**config.mk**
```make
export PLATFORM = sky130hd
export DESIGN_NAME = double_buffer_dma_transfer_control_top
export DESIGN_NICKNAME = d
export VERILOG_FILES = /design/src/rtl/dbdma_pkg.sv /design/src/rtl/double_buffer_dma_transfer_control_top.sv /design/src/rtl/dbdma_split.sv
export SDC_FILE = /design/constraint.sdc
export NUM_CORES = 1
export LEC_CHECK = 0
export BUFFER_PORTS_ARGS = -buffer_cell sky130_fd_sc_hd__buf_2
export CORE_MARGIN = 5
export CORE_UTILIZATION = 31
export CTS_CLUSTER_DIAMETER = 60
export DETAILED_ROUTE_END_ITERATION = 6
export PLACE_DENSITY_LB_ADDON = 0.2
export SKIP_CTS_REPAIR_TIMING = 1
export SLEW_MARGIN = 0
export SYNTH_ARGS = -nofsm -noshare
export SYNTH_HDL_FRONTEND = slang
export SYNTH_SLANG_ARGS = --single-unit
```
**constraint.sdc**
```tcl
create_clock -name clk_i -period 8.3 [get_ports clk_i]
set_input_delay 1.66 -clock clk_i [delete_from_list [all_inputs] [get_ports clk_i]]
set_output_delay 1.66 -clock clk_i [all_outputs]
set_load 0.02 [all_outputs]
```
**src/rtl/dbdma_pkg.sv**
```systemverilog
// Shared types and constants of the double-buffer DMA transfer control block.
`default_nettype none
package dbdma_pkg;

  localparam int unsigned CountW = 32;
  localparam int unsigned CntW   = 16;
  localparam int unsigned ProdW  = CountW + 2;

  localparam logic [CountW-1:0] MaxTransferBytes = 32'd16777215;
  localparam logic [CntW-1:0]   MaxCount         = 16'hFFFF;

  typedef enum logic [1:0] {
    KIND_START    = 2'd0,
    KIND_COMPLETE = 2'd1,
    KIND_CLEAR    = 2'd2
  } kind_e;

  typedef enum logic [1:0] {
    ST_OK       = 2'd0,
    ST_OVERFLOW = 2'd1,
    ST_BUSY     = 2'd2,
    ST_NO_SPLIT = 2'd3
  } status_e;

  typedef enum logic [1:0] {
    CFG_TX_DIRECTION = 2'd0,
    CFG_ELEMENT_SIZE = 2'd1
  } cfg_idx_e;

  typedef enum logic [1:0] {
    ESIZE_HALF = 2'd1,
    ESIZE_WORD = 2'd2
  } esize_e;

  typedef enum logic [1:0] {
    SP_IDLE,
    SP_DIV,
    SP_CHECK,
    SP_SEARCH
  } split_state_e;

  typedef enum logic [1:0] {
    TOP_IDLE,
    TOP_SPLIT,
    TOP_EMIT
  } top_state_e;

  typedef struct packed {
    logic              start;
    logic [CountW-1:0] count;
    logic [CntW-1:0]   frames;
  } split_req_t;

  typedef struct packed {
    logic            done;
    logic            ok;
    logic [CntW-1:0] elements;
    logic [CntW-1:0] frames;
  } split_rsp_t;

endpackage
`default_nettype wire

```
**src/rtl/double_buffer_dma_transfer_control_top.sv**
```systemverilog
// Top level of the double-buffer DMA transfer control block.
//
// Each request returns one result showing the channel registers after it.
// Completion, clear, rejected and zero-count start requests go straight to
// the emit state after acceptance. A start whose count fits one frame while
// at most one frame is programmed is answered by the split unit from its
// idle state. Any other start runs through one shared adder: a frame count
// of two or more is first checked by a 32-step restoring division plus a
// check state, and a search, entered when that check fails or a single
// frame does not fit the count, walks the product of frames and elements one
// add per cycle. Input ready is high only while no request is being worked
// on and returns in the cycle after the result is loaded; a finished result
// may still wait in the output register.
`default_nettype none
module double_buffer_dma_transfer_control_top import dbdma_pkg::*; #(
  parameter logic [CountW-1:0] XferLimit  = MaxTransferBytes,
  parameter logic [CntW-1:0]   CountLimit = MaxCount
) (
  input  wire         clk_i,
  input  wire         rst_ni,
  input  wire         cfg_valid_i,
  output logic        cfg_ready_o,
  input  wire  [1:0]  cfg_index_i,
  input  wire  [1:0]  cfg_wdata_i,
  input  wire         in_valid_i,
  output logic        in_ready_o,
  input  wire  [1:0]  kind_i,
  input  wire  [31:0] buffer_address_i,
  input  wire  [31:0] size_bytes_i,
  input  wire         transfer_error_i,
  output logic        out_valid_o,
  input  wire         out_ready_i,
  output logic [1:0]  status_o,
  output logic [15:0] element_count_o,
  output logic [15:0] frame_count_o,
  output logic [31:0] source_address_o,
  output logic [31:0] dest_address_o,
  output logic        channel_enable_o,
  output logic        auto_reload_o,
  output logic        end_prog_o,
  output logic [1:0]  buffers_pending_o,
  output logic [1:0]  callback_count_o
);

  top_state_e        state_q, state_d;
  logic              tx_dir_q;
  logic [1:0]        esize_q;
  logic [1:0]        pending_q, pending_d;
  logic [CntW-1:0]   elem_q, elem_d;
  logic [CntW-1:0]   frm_q, frm_d;
  logic [31:0]       src_q, src_d;
  logic [31:0]       dst_q, dst_d;
  logic              en_q, en_d;
  logic              ai_q, ai_d;
  logic              ep_q, ep_d;
  status_e           status_q, status_d;
  logic [1:0]        cb_q, cb_d;
  logic              out_valid_q, out_valid_d;
  logic              out_load;

  logic              accept;
  logic [CountW-1:0] count;
  logic [1:0]        pending_dec;
  logic [1:0]        pending_inc;
  split_req_t        split_req;
  split_rsp_t        split_rsp;

  assign in_ready_o  = (state_q == TOP_IDLE);
  assign accept      = in_valid_i && in_ready_o;
  assign cfg_ready_o = 1'b1;
  assign pending_inc = pending_q + 2'd1;
  assign pending_dec = (pending_q == 2'd0) ? 2'd0 : pending_q - 2'd1;

  always_comb begin
    unique case (esize_q)
      ESIZE_HALF: count = {1'b0, size_bytes_i[31:1]};
      ESIZE_WORD: count = {2'b00, size_bytes_i[31:2]};
      default:    count = size_bytes_i;
    endcase
  end

  wire start_ok  = (size_bytes_i <= XferLimit) && (pending_q < 2'd2);
  wire need_split = accept && (kind_i == KIND_START) && start_ok && (count != '0);

  assign split_req.start  = need_split;
  assign split_req.count  = count;
  assign split_req.frames = frm_q;

  dbdma_split #(
    .CountLimit (CountLimit)
  ) u_split (
    .clk_i  (clk_i),
    .rst_ni (rst_ni),
    .req_i  (split_req),
    .rsp_o  (split_rsp)
  );

  // Next state.
  always_comb begin
    state_d = state_q;
    unique case (state_q)
      TOP_IDLE: begin
        if (need_split) begin
          state_d = TOP_SPLIT;
        end else if (accept) begin
          state_d = TOP_EMIT;
        end
      end
      TOP_SPLIT: begin
        if (split_rsp.done) begin
          state_d = TOP_EMIT;
        end
      end
      TOP_EMIT: begin
        if (out_load) begin
          state_d = TOP_IDLE;
        end
      end
    endcase
  end

  assign out_load = (state_q == TOP_EMIT) && (!out_valid_q || out_ready_i);

  // Channel register updates.
  always_comb begin
    pending_d = pending_q;
    elem_d    = elem_q;
    frm_d     = frm_q;
    src_d     = src_q;
    dst_d     = dst_q;
    en_d      = en_q;
    ai_d      = ai_q;
    ep_d      = ep_q;
    status_d  = status_q;
    cb_d      = cb_q;
    if (accept) begin
      status_d = ST_OK;
      cb_d     = 2'd0;
      unique case (kind_i)
        KIND_START: begin
          if (size_bytes_i > XferLimit) begin
            status_d = ST_OVERFLOW;
          end else if (pending_q >= 2'd2) begin
            status_d = ST_BUSY;
          end else begin
            if (tx_dir_q) begin
              src_d = buffer_address_i;
            end else begin
              dst_d = buffer_address_i;
            end
            if (count == '0) begin
              pending_d = pending_inc;
              en_d      = 1'b1;
              ai_d      = (pending_inc == 2'd2);
              ep_d      = (pending_inc == 2'd2);
            end
          end
        end
        KIND_COMPLETE: begin
          if (transfer_error_i) begin
            en_d      = 1'b0;
            ai_d      = 1'b0;
            cb_d      = pending_q;
            pending_d = 2'd0;
          end else begin
            pending_d = pending_dec;
            if (pending_dec == 2'd1) begin
              en_d = 1'b1;
              ai_d = 1'b0;
            end else if (pending_dec == 2'd0) begin
              en_d = 1'b0;
              ai_d = 1'b0;
            end
            cb_d = 2'd1;
          end
        end
        KIND_CLEAR: begin
          en_d      = 1'b0;
          ai_d      = 1'b0;
          ep_d      = 1'b0;
          pending_d = 2'd0;
        end
        default: begin
        end
      endcase
    end else if ((state_q == TOP_SPLIT) && split_rsp.done) begin
      if (split_rsp.ok) begin
        elem_d    = split_rsp.elements;
        frm_d     = split_rsp.frames;
        pending_d = pending_inc;
        en_d      = 1'b1;
        ai_d      = (pending_inc == 2'd2);
        ep_d      = (pending_inc == 2'd2);
      end else begin
        status_d = ST_NO_SPLIT;
      end
    end
  end

  always_comb begin
    out_valid_d = out_valid_q;
    if (out_load) begin
      out_valid_d = 1'b1;
    end else if (out_ready_i) begin
      out_valid_d = 1'b0;
    end
  end

  always_ff @(posedge clk_i or negedge rst_ni) begin
    if (!rst_ni) begin
      state_q     <= TOP_IDLE;
      tx_dir_q    <= 1'b0;
      esize_q     <= 2'd0;
      pending_q   <= 2'd0;
      elem_q      <= '0;
      frm_q       <= '0;
      src_q       <= '0;
      dst_q       <= '0;
      en_q        <= 1'b0;
      ai_q        <= 1'b0;
      ep_q        <= 1'b0;
      status_q    <= ST_OK;
      cb_q        <= 2'd0;
      out_valid_q <= 1'b0;
    end else begin
      state_q     <= state_d;
      pending_q   <= pending_d;
      elem_q      <= elem_d;
      frm_q       <= frm_d;
      src_q       <= src_d;
      dst_q       <= dst_d;
      en_q        <= en_d;
      ai_q        <= ai_d;
      ep_q        <= ep_d;
      status_q    <= status_d;
      cb_q        <= cb_d;
      out_valid_q <= out_valid_d;
      if (cfg_valid_i && cfg_ready_o) begin
        if (cfg_index_i == CFG_TX_DIRECTION) begin
          tx_dir_q <= cfg_wdata_i[0];
        end else if (cfg_index_i == CFG_ELEMENT_SIZE) begin
          esize_q <= cfg_wdata_i;
        end
      end
    end
  end

  // Result snapshot; the channel registers may move on after this.
  always_ff @(posedge clk_i) begin
    if (out_load) begin
      status_o          <= status_q;
      element_count_o   <= elem_q;
      frame_count_o     <= frm_q;
      source_address_o  <= src_q;
      dest_address_o    <= dst_q;
      channel_enable_o  <= en_q;
      auto_reload_o     <= ai_q;
      end_prog_o        <= ep_q;
      buffers_pending_o <= pending_q;
      callback_count_o  <= cb_q;
    end
  end

  assign out_valid_o = out_valid_q;

endmodule
`default_nettype wire

```
**src/rtl/dbdma_split.sv**
```systemverilog
// Splits an element count into elements per frame and frames per block.
`default_nettype none
module dbdma_split import dbdma_pkg::*; #(
  parameter logic [CntW-1:0] CountLimit = MaxCount
) (
  input  wire        clk_i,
  input  wire        rst_ni,
  input  split_req_t req_i,
  output split_rsp_t rsp_o
);

  split_state_e      state_q, state_d;
  logic [CntW:0]     rem_q, rem_d;
  logic [CountW-1:0] quo_q, quo_d;
  logic [4:0]        bitcnt_q, bitcnt_d;
  logic [CntW:0]     d_q, d_d;
  logic [CntW-1:0]   q_q, q_d;
  logic [ProdW-1:0]  p_q, p_d;
  logic [CountW-1:0] count_q, count_d;
  logic [CntW-1:0]   fr_q, fr_d;
  split_rsp_t        rsp_q, rsp_d;

  // One adder serves both the restoring divider and the product walk.
  logic [ProdW-1:0] add_a, add_b, add_sum;
  logic             add_sub;
  logic [CntW:0]    shifted;
  logic             div_ge;
  logic             p_gt, p_eq;
  logic             fr_fits, div_ok, search_end;

  assign add_sum = add_a + (add_sub ? ~add_b : add_b) + {{(ProdW-1){1'b0}}, add_sub};
  assign shifted = {rem_q[CntW-1:0], quo_q[CountW-1]};
  assign div_ge  = ~add_sum[ProdW-1];
  assign p_gt    = p_q > {2'b00, count_q};
  assign p_eq    = p_q == {2'b00, count_q};
  assign fr_fits = req_i.count <= {{(CountW-CntW){1'b0}}, CountLimit};
  assign div_ok  = (rem_q == '0) && (quo_q <= {{(CountW-CntW){1'b0}}, CountLimit});
  assign search_end = (d_q > {1'b0, CountLimit}) || (q_q == '0);

  always_comb begin
    add_a   = '0;
    add_b   = '0;
    add_sub = 1'b1;
    if (state_q == SP_DIV) begin
      add_a = {{(ProdW-CntW-1){1'b0}}, shifted};
      add_b = {{(ProdW-CntW){1'b0}}, fr_q};
    end else if (p_gt) begin
      add_a = p_q;
      add_b = {{(ProdW-CntW-1){1'b0}}, d_q};
    end else begin
      add_a   = p_q;
      add_b   = {{(ProdW-CntW){1'b0}}, q_q};
      add_sub = 1'b0;
    end
  end

  // Next state.
  always_comb begin
    state_d = state_q;
    unique case (state_q)
      SP_IDLE: begin
        if (req_i.start) begin
          if (req_i.frames > 16'd1) begin
            state_d = SP_DIV;
          end else if (!fr_fits) begin
            state_d = SP_SEARCH;
          end
        end
      end
      SP_DIV: begin
        if (bitcnt_q == 5'd31) begin
          state_d = SP_CHECK;
        end
      end
      SP_CHECK: begin
        state_d = div_ok ? SP_IDLE : SP_SEARCH;
      end
      SP_SEARCH: begin
        if (search_end || p_eq) begin
          state_d = SP_IDLE;
        end
      end
    endcase
  end

  // Datapath and response.
  always_comb begin
    rem_d    = rem_q;
    quo_d    = quo_q;
    bitcnt_d = bitcnt_q;
    d_d      = d_q;
    q_d      = q_q;
    p_d      = p_q;
    count_d  = count_q;
    fr_d     = fr_q;
    rsp_d    = '0;
    unique case (state_q)
      SP_IDLE: begin
        if (req_i.start) begin
          count_d = req_i.count;
          fr_d    = req_i.frames;
          if (req_i.frames > 16'd1) begin
            rem_d    = '0;
            quo_d    = req_i.count;
            bitcnt_d = '0;
          end else if (fr_fits) begin
            rsp_d.done     = 1'b1;
            rsp_d.ok       = 1'b1;
            rsp_d.elements = req_i.count[CntW-1:0];
            rsp_d.frames   = 16'd1;
          end else begin
            // Walk starts at two frames with the largest element count.
            d_d = 17'd2;
            q_d = CountLimit;
            p_d = {{(ProdW-CntW-1){1'b0}}, CountLimit, 1'b0};
          end
        end
      end
      SP_DIV: begin
        rem_d    = div_ge ? add_sum[CntW:0] : shifted;
        quo_d    = {quo_q[CountW-2:0], div_ge};
        bitcnt_d = bitcnt_q + 5'd1;
      end
      SP_CHECK: begin
        if (div_ok) begin
          rsp_d.done     = 1'b1;
          rsp_d.ok       = 1'b1;
          rsp_d.elements = quo_q[CntW-1:0];
          rsp_d.frames   = fr_q;
        end else begin
          d_d = 17'd1;
          q_d = CountLimit;
          p_d = {{(ProdW-CntW){1'b0}}, CountLimit};
        end
      end
      SP_SEARCH: begin
        // p tracks d * q; q only falls and d only rises, so the first exact
        // hit is the smallest frame count with elements in range.
        if (search_end) begin
          rsp_d.done = 1'b1;
        end else if (p_eq) begin
          rsp_d.done     = 1'b1;
          rsp_d.ok       = 1'b1;
          rsp_d.elements = q_q;
          rsp_d.frames   = d_q[CntW-1:0];
        end else if (p_gt) begin
          q_d = q_q - 16'd1;
          p_d = add_sum;
        end else begin
          d_d = d_q + 17'd1;
          p_d = add_sum;
        end
      end
    endcase
  end

  always_ff @(posedge clk_i or negedge rst_ni) begin
    if (!rst_ni) begin
      state_q <= SP_IDLE;
      rsp_q   <= '0;
    end else begin
      state_q <= state_d;
      rsp_q   <= rsp_d;
    end
  end

  always_ff @(posedge clk_i) begin
    rem_q    <= rem_d;
    quo_q    <= quo_d;
    bitcnt_q <= bitcnt_d;
    d_q      <= d_d;
    q_q      <= q_d;
    p_q      <= p_d;
    count_q  <= count_d;
    fr_q     <= fr_d;
  end

  assign rsp_o = rsp_q;

endmodule
`default_nettype wire
```
======== Word-level counts from Yosys, hierarchy flattened ========
Cells that the tools add are included.
storage, ports and cells
  bits in registers ....................... 421
  logic and storage cells ................. 239
cells by class
  bitwise logic cells ..................... 7
  magnitude comparators ................... 9
  equality and inequality tests ........... 36
  add/subtract/negate cells ............... 7
  multiplexer cells ....................... 100
  reduce and logical (&&, ||, !) cells .... 43
operator list
  kind                   number
  $mux 34                14
  $pmux 34 s3            2
  $mux 17                11
  $pmux 32 s2            2
  $mux 16                7
  $le 32x16->1 const B   2
  $mux 32                2
  $mux 2                 26
  $pmux 17 s3            1
  $pmux 16 s3            1
  $add 34x1->34          1
  $add 34x34->34         1
  $eq 34x32->1           1
  $gt 34x32->1           1
  $not 34->34            1
  $pmux 17 s2            1
  $mux 33                1
  $gt 32x24->1 const B   1
  $le 32x24->1 const B   1
  $logic_not 32->1       1
  $reduce_bool 32->1     1
  $mux 1                 23
  $ne 2x2->1 const B     10
  $add 17x1->17 const B  1
  other kinds (39)       89

======== Longest topological paths before layout ========
  depth in word-level cells ............... 10
  depth in mapped cells ................... 27
  gate-level depth less buffers ........... 23

======== By module ========
A second synthesis with hierarchy kept.
second synthesis, totals
  cells, all modules ...................... 1746
  area, all modules ....................... 20304.5 um^2
by module, submodules not included
  module                                  times used  seq. area each (um^2)  area an instance (um^2)  cells each
  dbdma_split                             1           5975.7                 11767.5                  1184
  double_buffer_dma_transfer_control_top  1           5930.7                 8536.9                   562

======== Least setup slack after synthesis ========
Ideal clock, no wire load.
  kind .................................... input -> register
  start point ............................. in size_bytes_i[31]
  end point ............................... reg u_split.count_q[0] (enable)
  data arrival time ....................... 6.025 ns
  cell stages on the path ................. 6
  path slack .............................. 1.762 ns
  required time ........................... 7.787 ns
  cell sequence ........................... or4_1 nor2_1 nand3_1 nor2_1 o21ai_1 nor3_1
between the ends
  word-level cells in the longest chain between the ends .. 5
  elaborated cells between the ends (all ways) .. 7
  classes of those cells .................. 1 x order compare; 1 x mux; 5 x reduce/logical
ends and longest elaborated chain
  what                          RTL line                                      text
  start, declared               double_buffer_dma_transfer_control_top.sv:29  input wire [31:0] size_bytes_i,
  $le 32x24->1                  double_buffer_dma_transfer_control_top.sv:82  wire start_ok = (size_bytes_i <= XferLimit) && (pending_q < 2'd2);
  $logic_and 1x1->1             double_buffer_dma_transfer_control_top.sv:82
  $logic_and 1x1->1             double_buffer_dma_transfer_control_top.sv:83  wire need_split = accept && (kind_i == KIND_START) && start_ok && (count != '0);
  $logic_and 1x1->1 *           double_buffer_dma_transfer_control_top.sv:83
  $reduce_and 2->1 (no line) *  n/a
  end signal, assigned          dbdma_split.sv:174                            count_q <= count_d;
  end, declared                 dbdma_split.sv:19                             logic [CountW-1:0] count_q, count_d;
Every way passes the cells marked *; elsewhere a longest branch is shown, timed or not.
A chain may end at the register's enable or synchronous reset.

======== Final worst setup path ========
  start point ............................. reg u_split.p_q[12]
  end point ............................... reg u_split.rem_q[16] (data pin)
between the ends
  word-level cells in the longest chain between the ends .. 9
  elaborated cells between the ends (all ways) .. 12
  classes of those cells .................. 2 x add/sub; 1 x order compare; 8 x mux; 1 x bitwise
ends and longest elaborated chain
  what                    RTL line            text
  start, declared         dbdma_split.sv:18   logic [ProdW-1:0] p_q, p_d;
  start signal, assigned  dbdma_split.sv:173  p_q <= p_d;
  $gt 34x32->1            dbdma_split.sv:34   assign p_gt = p_q > {2'b00, count_q};
  $mux 17                 dbdma_split.sv:47   end else if (p_gt) begin
  $mux 34                 dbdma_split.sv:44   if (state_q == SP_DIV) begin
  $not 34->34             dbdma_split.sv:31   assign add_sum = add_a + (add_sub ? ~add_b : add_b) + {{(ProdW-1){1'b0}}, add_sub};
  $mux 34                 dbdma_split.sv:31
  $add 34x34->34          dbdma_split.sv:31
  $add 34x1->34 *         dbdma_split.sv:31
  $mux 17 *               dbdma_split.sv:120  rem_d = div_ge ? add_sum[CntW:0] : shifted;
  $pmux 17 s2 *           dbdma_split.sv:97   unique case (state_q)
  end signal, assigned    dbdma_split.sv:168  rem_q <= rem_d;
  end, declared           dbdma_split.sv:13   logic [CntW:0] rem_q, rem_d;
Marked as above.

==> impl_metrics.json <==
{
  "rr_worst_depth": 24,
  "n_antenna_cell": 0,
  "drv_slew": 0,
  "critical_path_class": "reg -> reg",
  "multiInputGateArea_mm2": 0.00743,
  "fin_crit_sh": 0.692,
  "vias_per_cell": 4.91,
  "synth-edff-count": 274,
  "dieArea_mm2": 0.0695,
  "cts_tree": "built",
  "cts_root_buf": "clkbuf_16",
  "crit_start": "u_split.p_q[12]",
  "clk_pin_slew_ns": 0.06,
  "final_common_cell": "edfxtp_1",
  "ir_drop_mv": 0.284,
  "synth_flop_cell": "edfxtp_1",
  "wirelength_um": 53400,
  "grt_pass1_wl_um": 82000,
  "globalplace.congestion": 0.842,
  "drt-initial-drc-count": 915,
  "dp_hpwl_um": 39200,
  "antenna_found_initial": 0,
  "num_vias": 13600,
  "min_from": "dst_q[5]",
  "synth.net_count": 1844,
  "p_comb_frac": 0.469,
  "tns_ns": 0,
  "first_global_vias": 13500,
  "start_util": 0.311,
  "overflow": 0,
  "p_total_uw": 10300,
  "hold_violations": 0,
  "clockPowerShare": 0.210,
  "seqPwrFrac": 0.321,
  "power_density_mw_per_mm2": 441,
  "clkSinkCount": 421,
  "worstSkewPairLatency_ns": 0.61,
  "hold_class": "reg -> reg",
  "layout.nets": 2022,
  "netlist_area_mm2": 0.0199,
  "avgSynthCellArea_um2": 11.8,
  "crit_path_end_kind": "flip-flop",
  "grt_setup_unrepaired": "no",
  "place_ws_ns": 2.64,
  "area_delta_synth_final_pct": 17.6,
  "cts_htree_levels": 2,
  "p_sw_uw": 4420,
  "synth_seq_cells": 421,
  "start_kind": "flip-flop",
  "die_x_um": 264,
  "critPathRequiredTime_ns": 8.61,
  "final.setup.worst_slack_ns": 2.55,
  "final_core_util": 0.366,
  "syn_inst": 1685,
  "io_buffers": 182,
  "pin_count": 184,
  "fillers": 6324,
  "final_cell_mix": "edfxtp_1, nand2_1, buf_2, dfrtp_1, mux2_2",
  "p_int_uw": 5910,
  "cts_buffer_depth": 3,
  "core_mm2": 0.0641,
  "num_rows": 93,
  "skew_ns": 0.0319,
  "p_leak_uw": 0.00985,
  "rr_startpoint": "u_split.p_q[12]",
  "synth_cell_types": 66,
  "outcome": "completed",
  "slew_headroom": 0.347,
  "finalSetupViolations": 0,
  "swShare": 0.428,
  "drive_above_1_share": 0.210,
  "wl_per_cell_um": 19.4,
  "dpl-instance-area_mm2": 0.0218,
  "crit_fanout": 23,
  "grt_max_degree": 97,
  "fp.dieH_um": 264,
  "synthArstFlopShare": 0.349,
  "min_path_cells": 0,
  "cp.arrival_ns": 6.06,
  "cts_made_buffers": 49,
  "yosysSeqAreaShare": 0.597,
  "detail-route-antenna-nets": 0,
  "final_area_mm2": 0.0234,
  "fmax_ghz": 0.174,
  "maxCapViolations": 0,
  "min_period_ns": 5.75,
  "drc_errors": 0,
  "ys_warn_count": 0,
  "worstMarginPinSlew_ns": 0.977,
  "globalRouteTotalUtil": 0.149,
  "dr.pass1.iters": 5,
  "seq_area_mm2": 0.0119
}
-- cell usage after synthesis, drive strengths merged, types with 3 or more instances --
cell type | count | area, um2
mux2i | 9 | 90.1
a211oi | 9 | 72.6
xnor2 | 29 | 254
a21boi | 3 | 22.5
nand3 | 32 | 160
o21ai | 107 | 539
o211ai | 8 | 60.1
a22o | 15 | 131
o21bai | 18 | 135
dfrtp | 147 | 3680
a21o | 23 | 173
a22oi | 32 | 240
nand4 | 21 | 131
o31ai | 10 | 80.1
inv | 81 | 304
nor3 | 45 | 230
buf | 28 | 163
nor4 | 23 | 156
nand3b | 3 | 22.5
a31oi | 6 | 37.5
nor2 | 85 | 322
or4 | 4 | 30.0
nor3b | 3 | 22.5
nor2b | 17 | 106
o21a | 21 | 158
ha | 82 | 1030
and3 | 11 | 68.8
xor2 | 26 | 235
mux2 | 101 | 1140
a21oi | 48 | 240
nand2b | 13 | 81.3
edfxtp | 274 | 8230
or3 | 4 | 25.0
clkbuf | 48 | 180
and2 | 25 | 156
a221o | 17 | 170
nand2 | 240 | 908
-- metal layers --
| metal | routed length [um] | vias up | global-route usage |
|---|---|---|---|
| met5 | 0 | - | 0 |
| met4 | 1090 | 0 | 0.0373 |
| met3 | 2240 | 57 | 0.0224 |
| met2 | 26600 | 283 | 0.259 |
| met1 | 23500 | 6721 | 0.197 |
| li1 | - | 6491 | - |
-- state kept, by name, indices dropped and copies added, names as in the netlist, 17 cells and up --
| name | count |
|---|---|
| src_q | 32 |
| u_split.quo_q | 32 |
| u_split.rsp_o | 34 |
| source_address_o | 32 |
| u_split.d_q | 17 |
| u_split.p_q | 34 |
| u_split.count_q | 32 |
| u_split.rem_q | 17 |
| dest_address_o | 32 |
| dst_q | 32 |
-- through the flow --
step / instances / hold WS [ns]
global route: 2758 / 0.452
CTS: 2758 / 0.438
floorplan: 1685 / 0.418
detailed placement: 2667 / 0.428
global placement: 2667 / 0.424
finish: 2758 / 0.435
-- final cells by class --
| class | count | share of cell area |
|---|---|---|
| Timing Repair Buffer | 203 | 0.0459 |
| Sequential cell | 421 | 0.508 |
| Clock inverter | 28 | 0.0140 |
| Multi-Input combinational cell | 1107 | 0.317 |
| Tap cell | 855 | 0.0456 |
| Inverter | 81 | 0.0130 |
| Clock buffer | 63 | 0.0567 |
-- path summary, 6_finish.rpt --
kind                                     end  slack, ns
max reg2reg                u_split.rem_q[16]       2.55
max                        u_split.rem_q[16]       2.55
min in group asynchronous          src_q[28]       1.16
min reg2reg                dest_address_o[5]       0.44
max in group asynchronous           frm_q[7]       5.87
min                        dest_address_o[5]       0.44
-- kinds of logic after synthesis --
kind of cell,count (synthesis),share of synthesized area
buffers and inverters,157,0.0325
xor gates and xnor gates,55,0.0245
adders and majority gates,83,0.0525
DFF,421,0.597
muxes,110,0.0616
AOI/OAI and AO/OA,327,0.108
and+or+nand+nor,531,0.124
other,1,0.000188
-- power by group through the flow --
stage	Clock (uW)	Sequential (uW)	Combinational, uW
after floorplan	0	3470	3240
after global placement	0	3350	4830
after detailed placement	0	3360	4860
after CTS	2250	3320	4890
after global routing	2340	3370	5330
final	2170	3310	4840
-- worst max-delay path, cell delays in order, from the launching register on --
cell and delay, ns:
edfxtp_1 0.40, ha_1 0.33, nand4_1 0.19, nor4_1 0.37, o21ai_1 0.12, o211ai_1 0.11, a21oi_1 0.09, buf_4 0.20
nor2_1 0.11, buf_4 0.27, mux2i_1 0.22, nand2_1 0.06, o21ai_0 0.19, ha_1 0.41, a21o_1 0.21, a21o_1 0.18
a21oi_1 0.21, o21ai_0 0.16, nor2_1 0.12, nand2_1 0.06, a21oi_1 0.24, o21ai_2 0.12, nand2_4 0.23, xor2_2 0.65
o21ai_0 0.18
No activity file was read; power rests on OpenSTA's default activity.
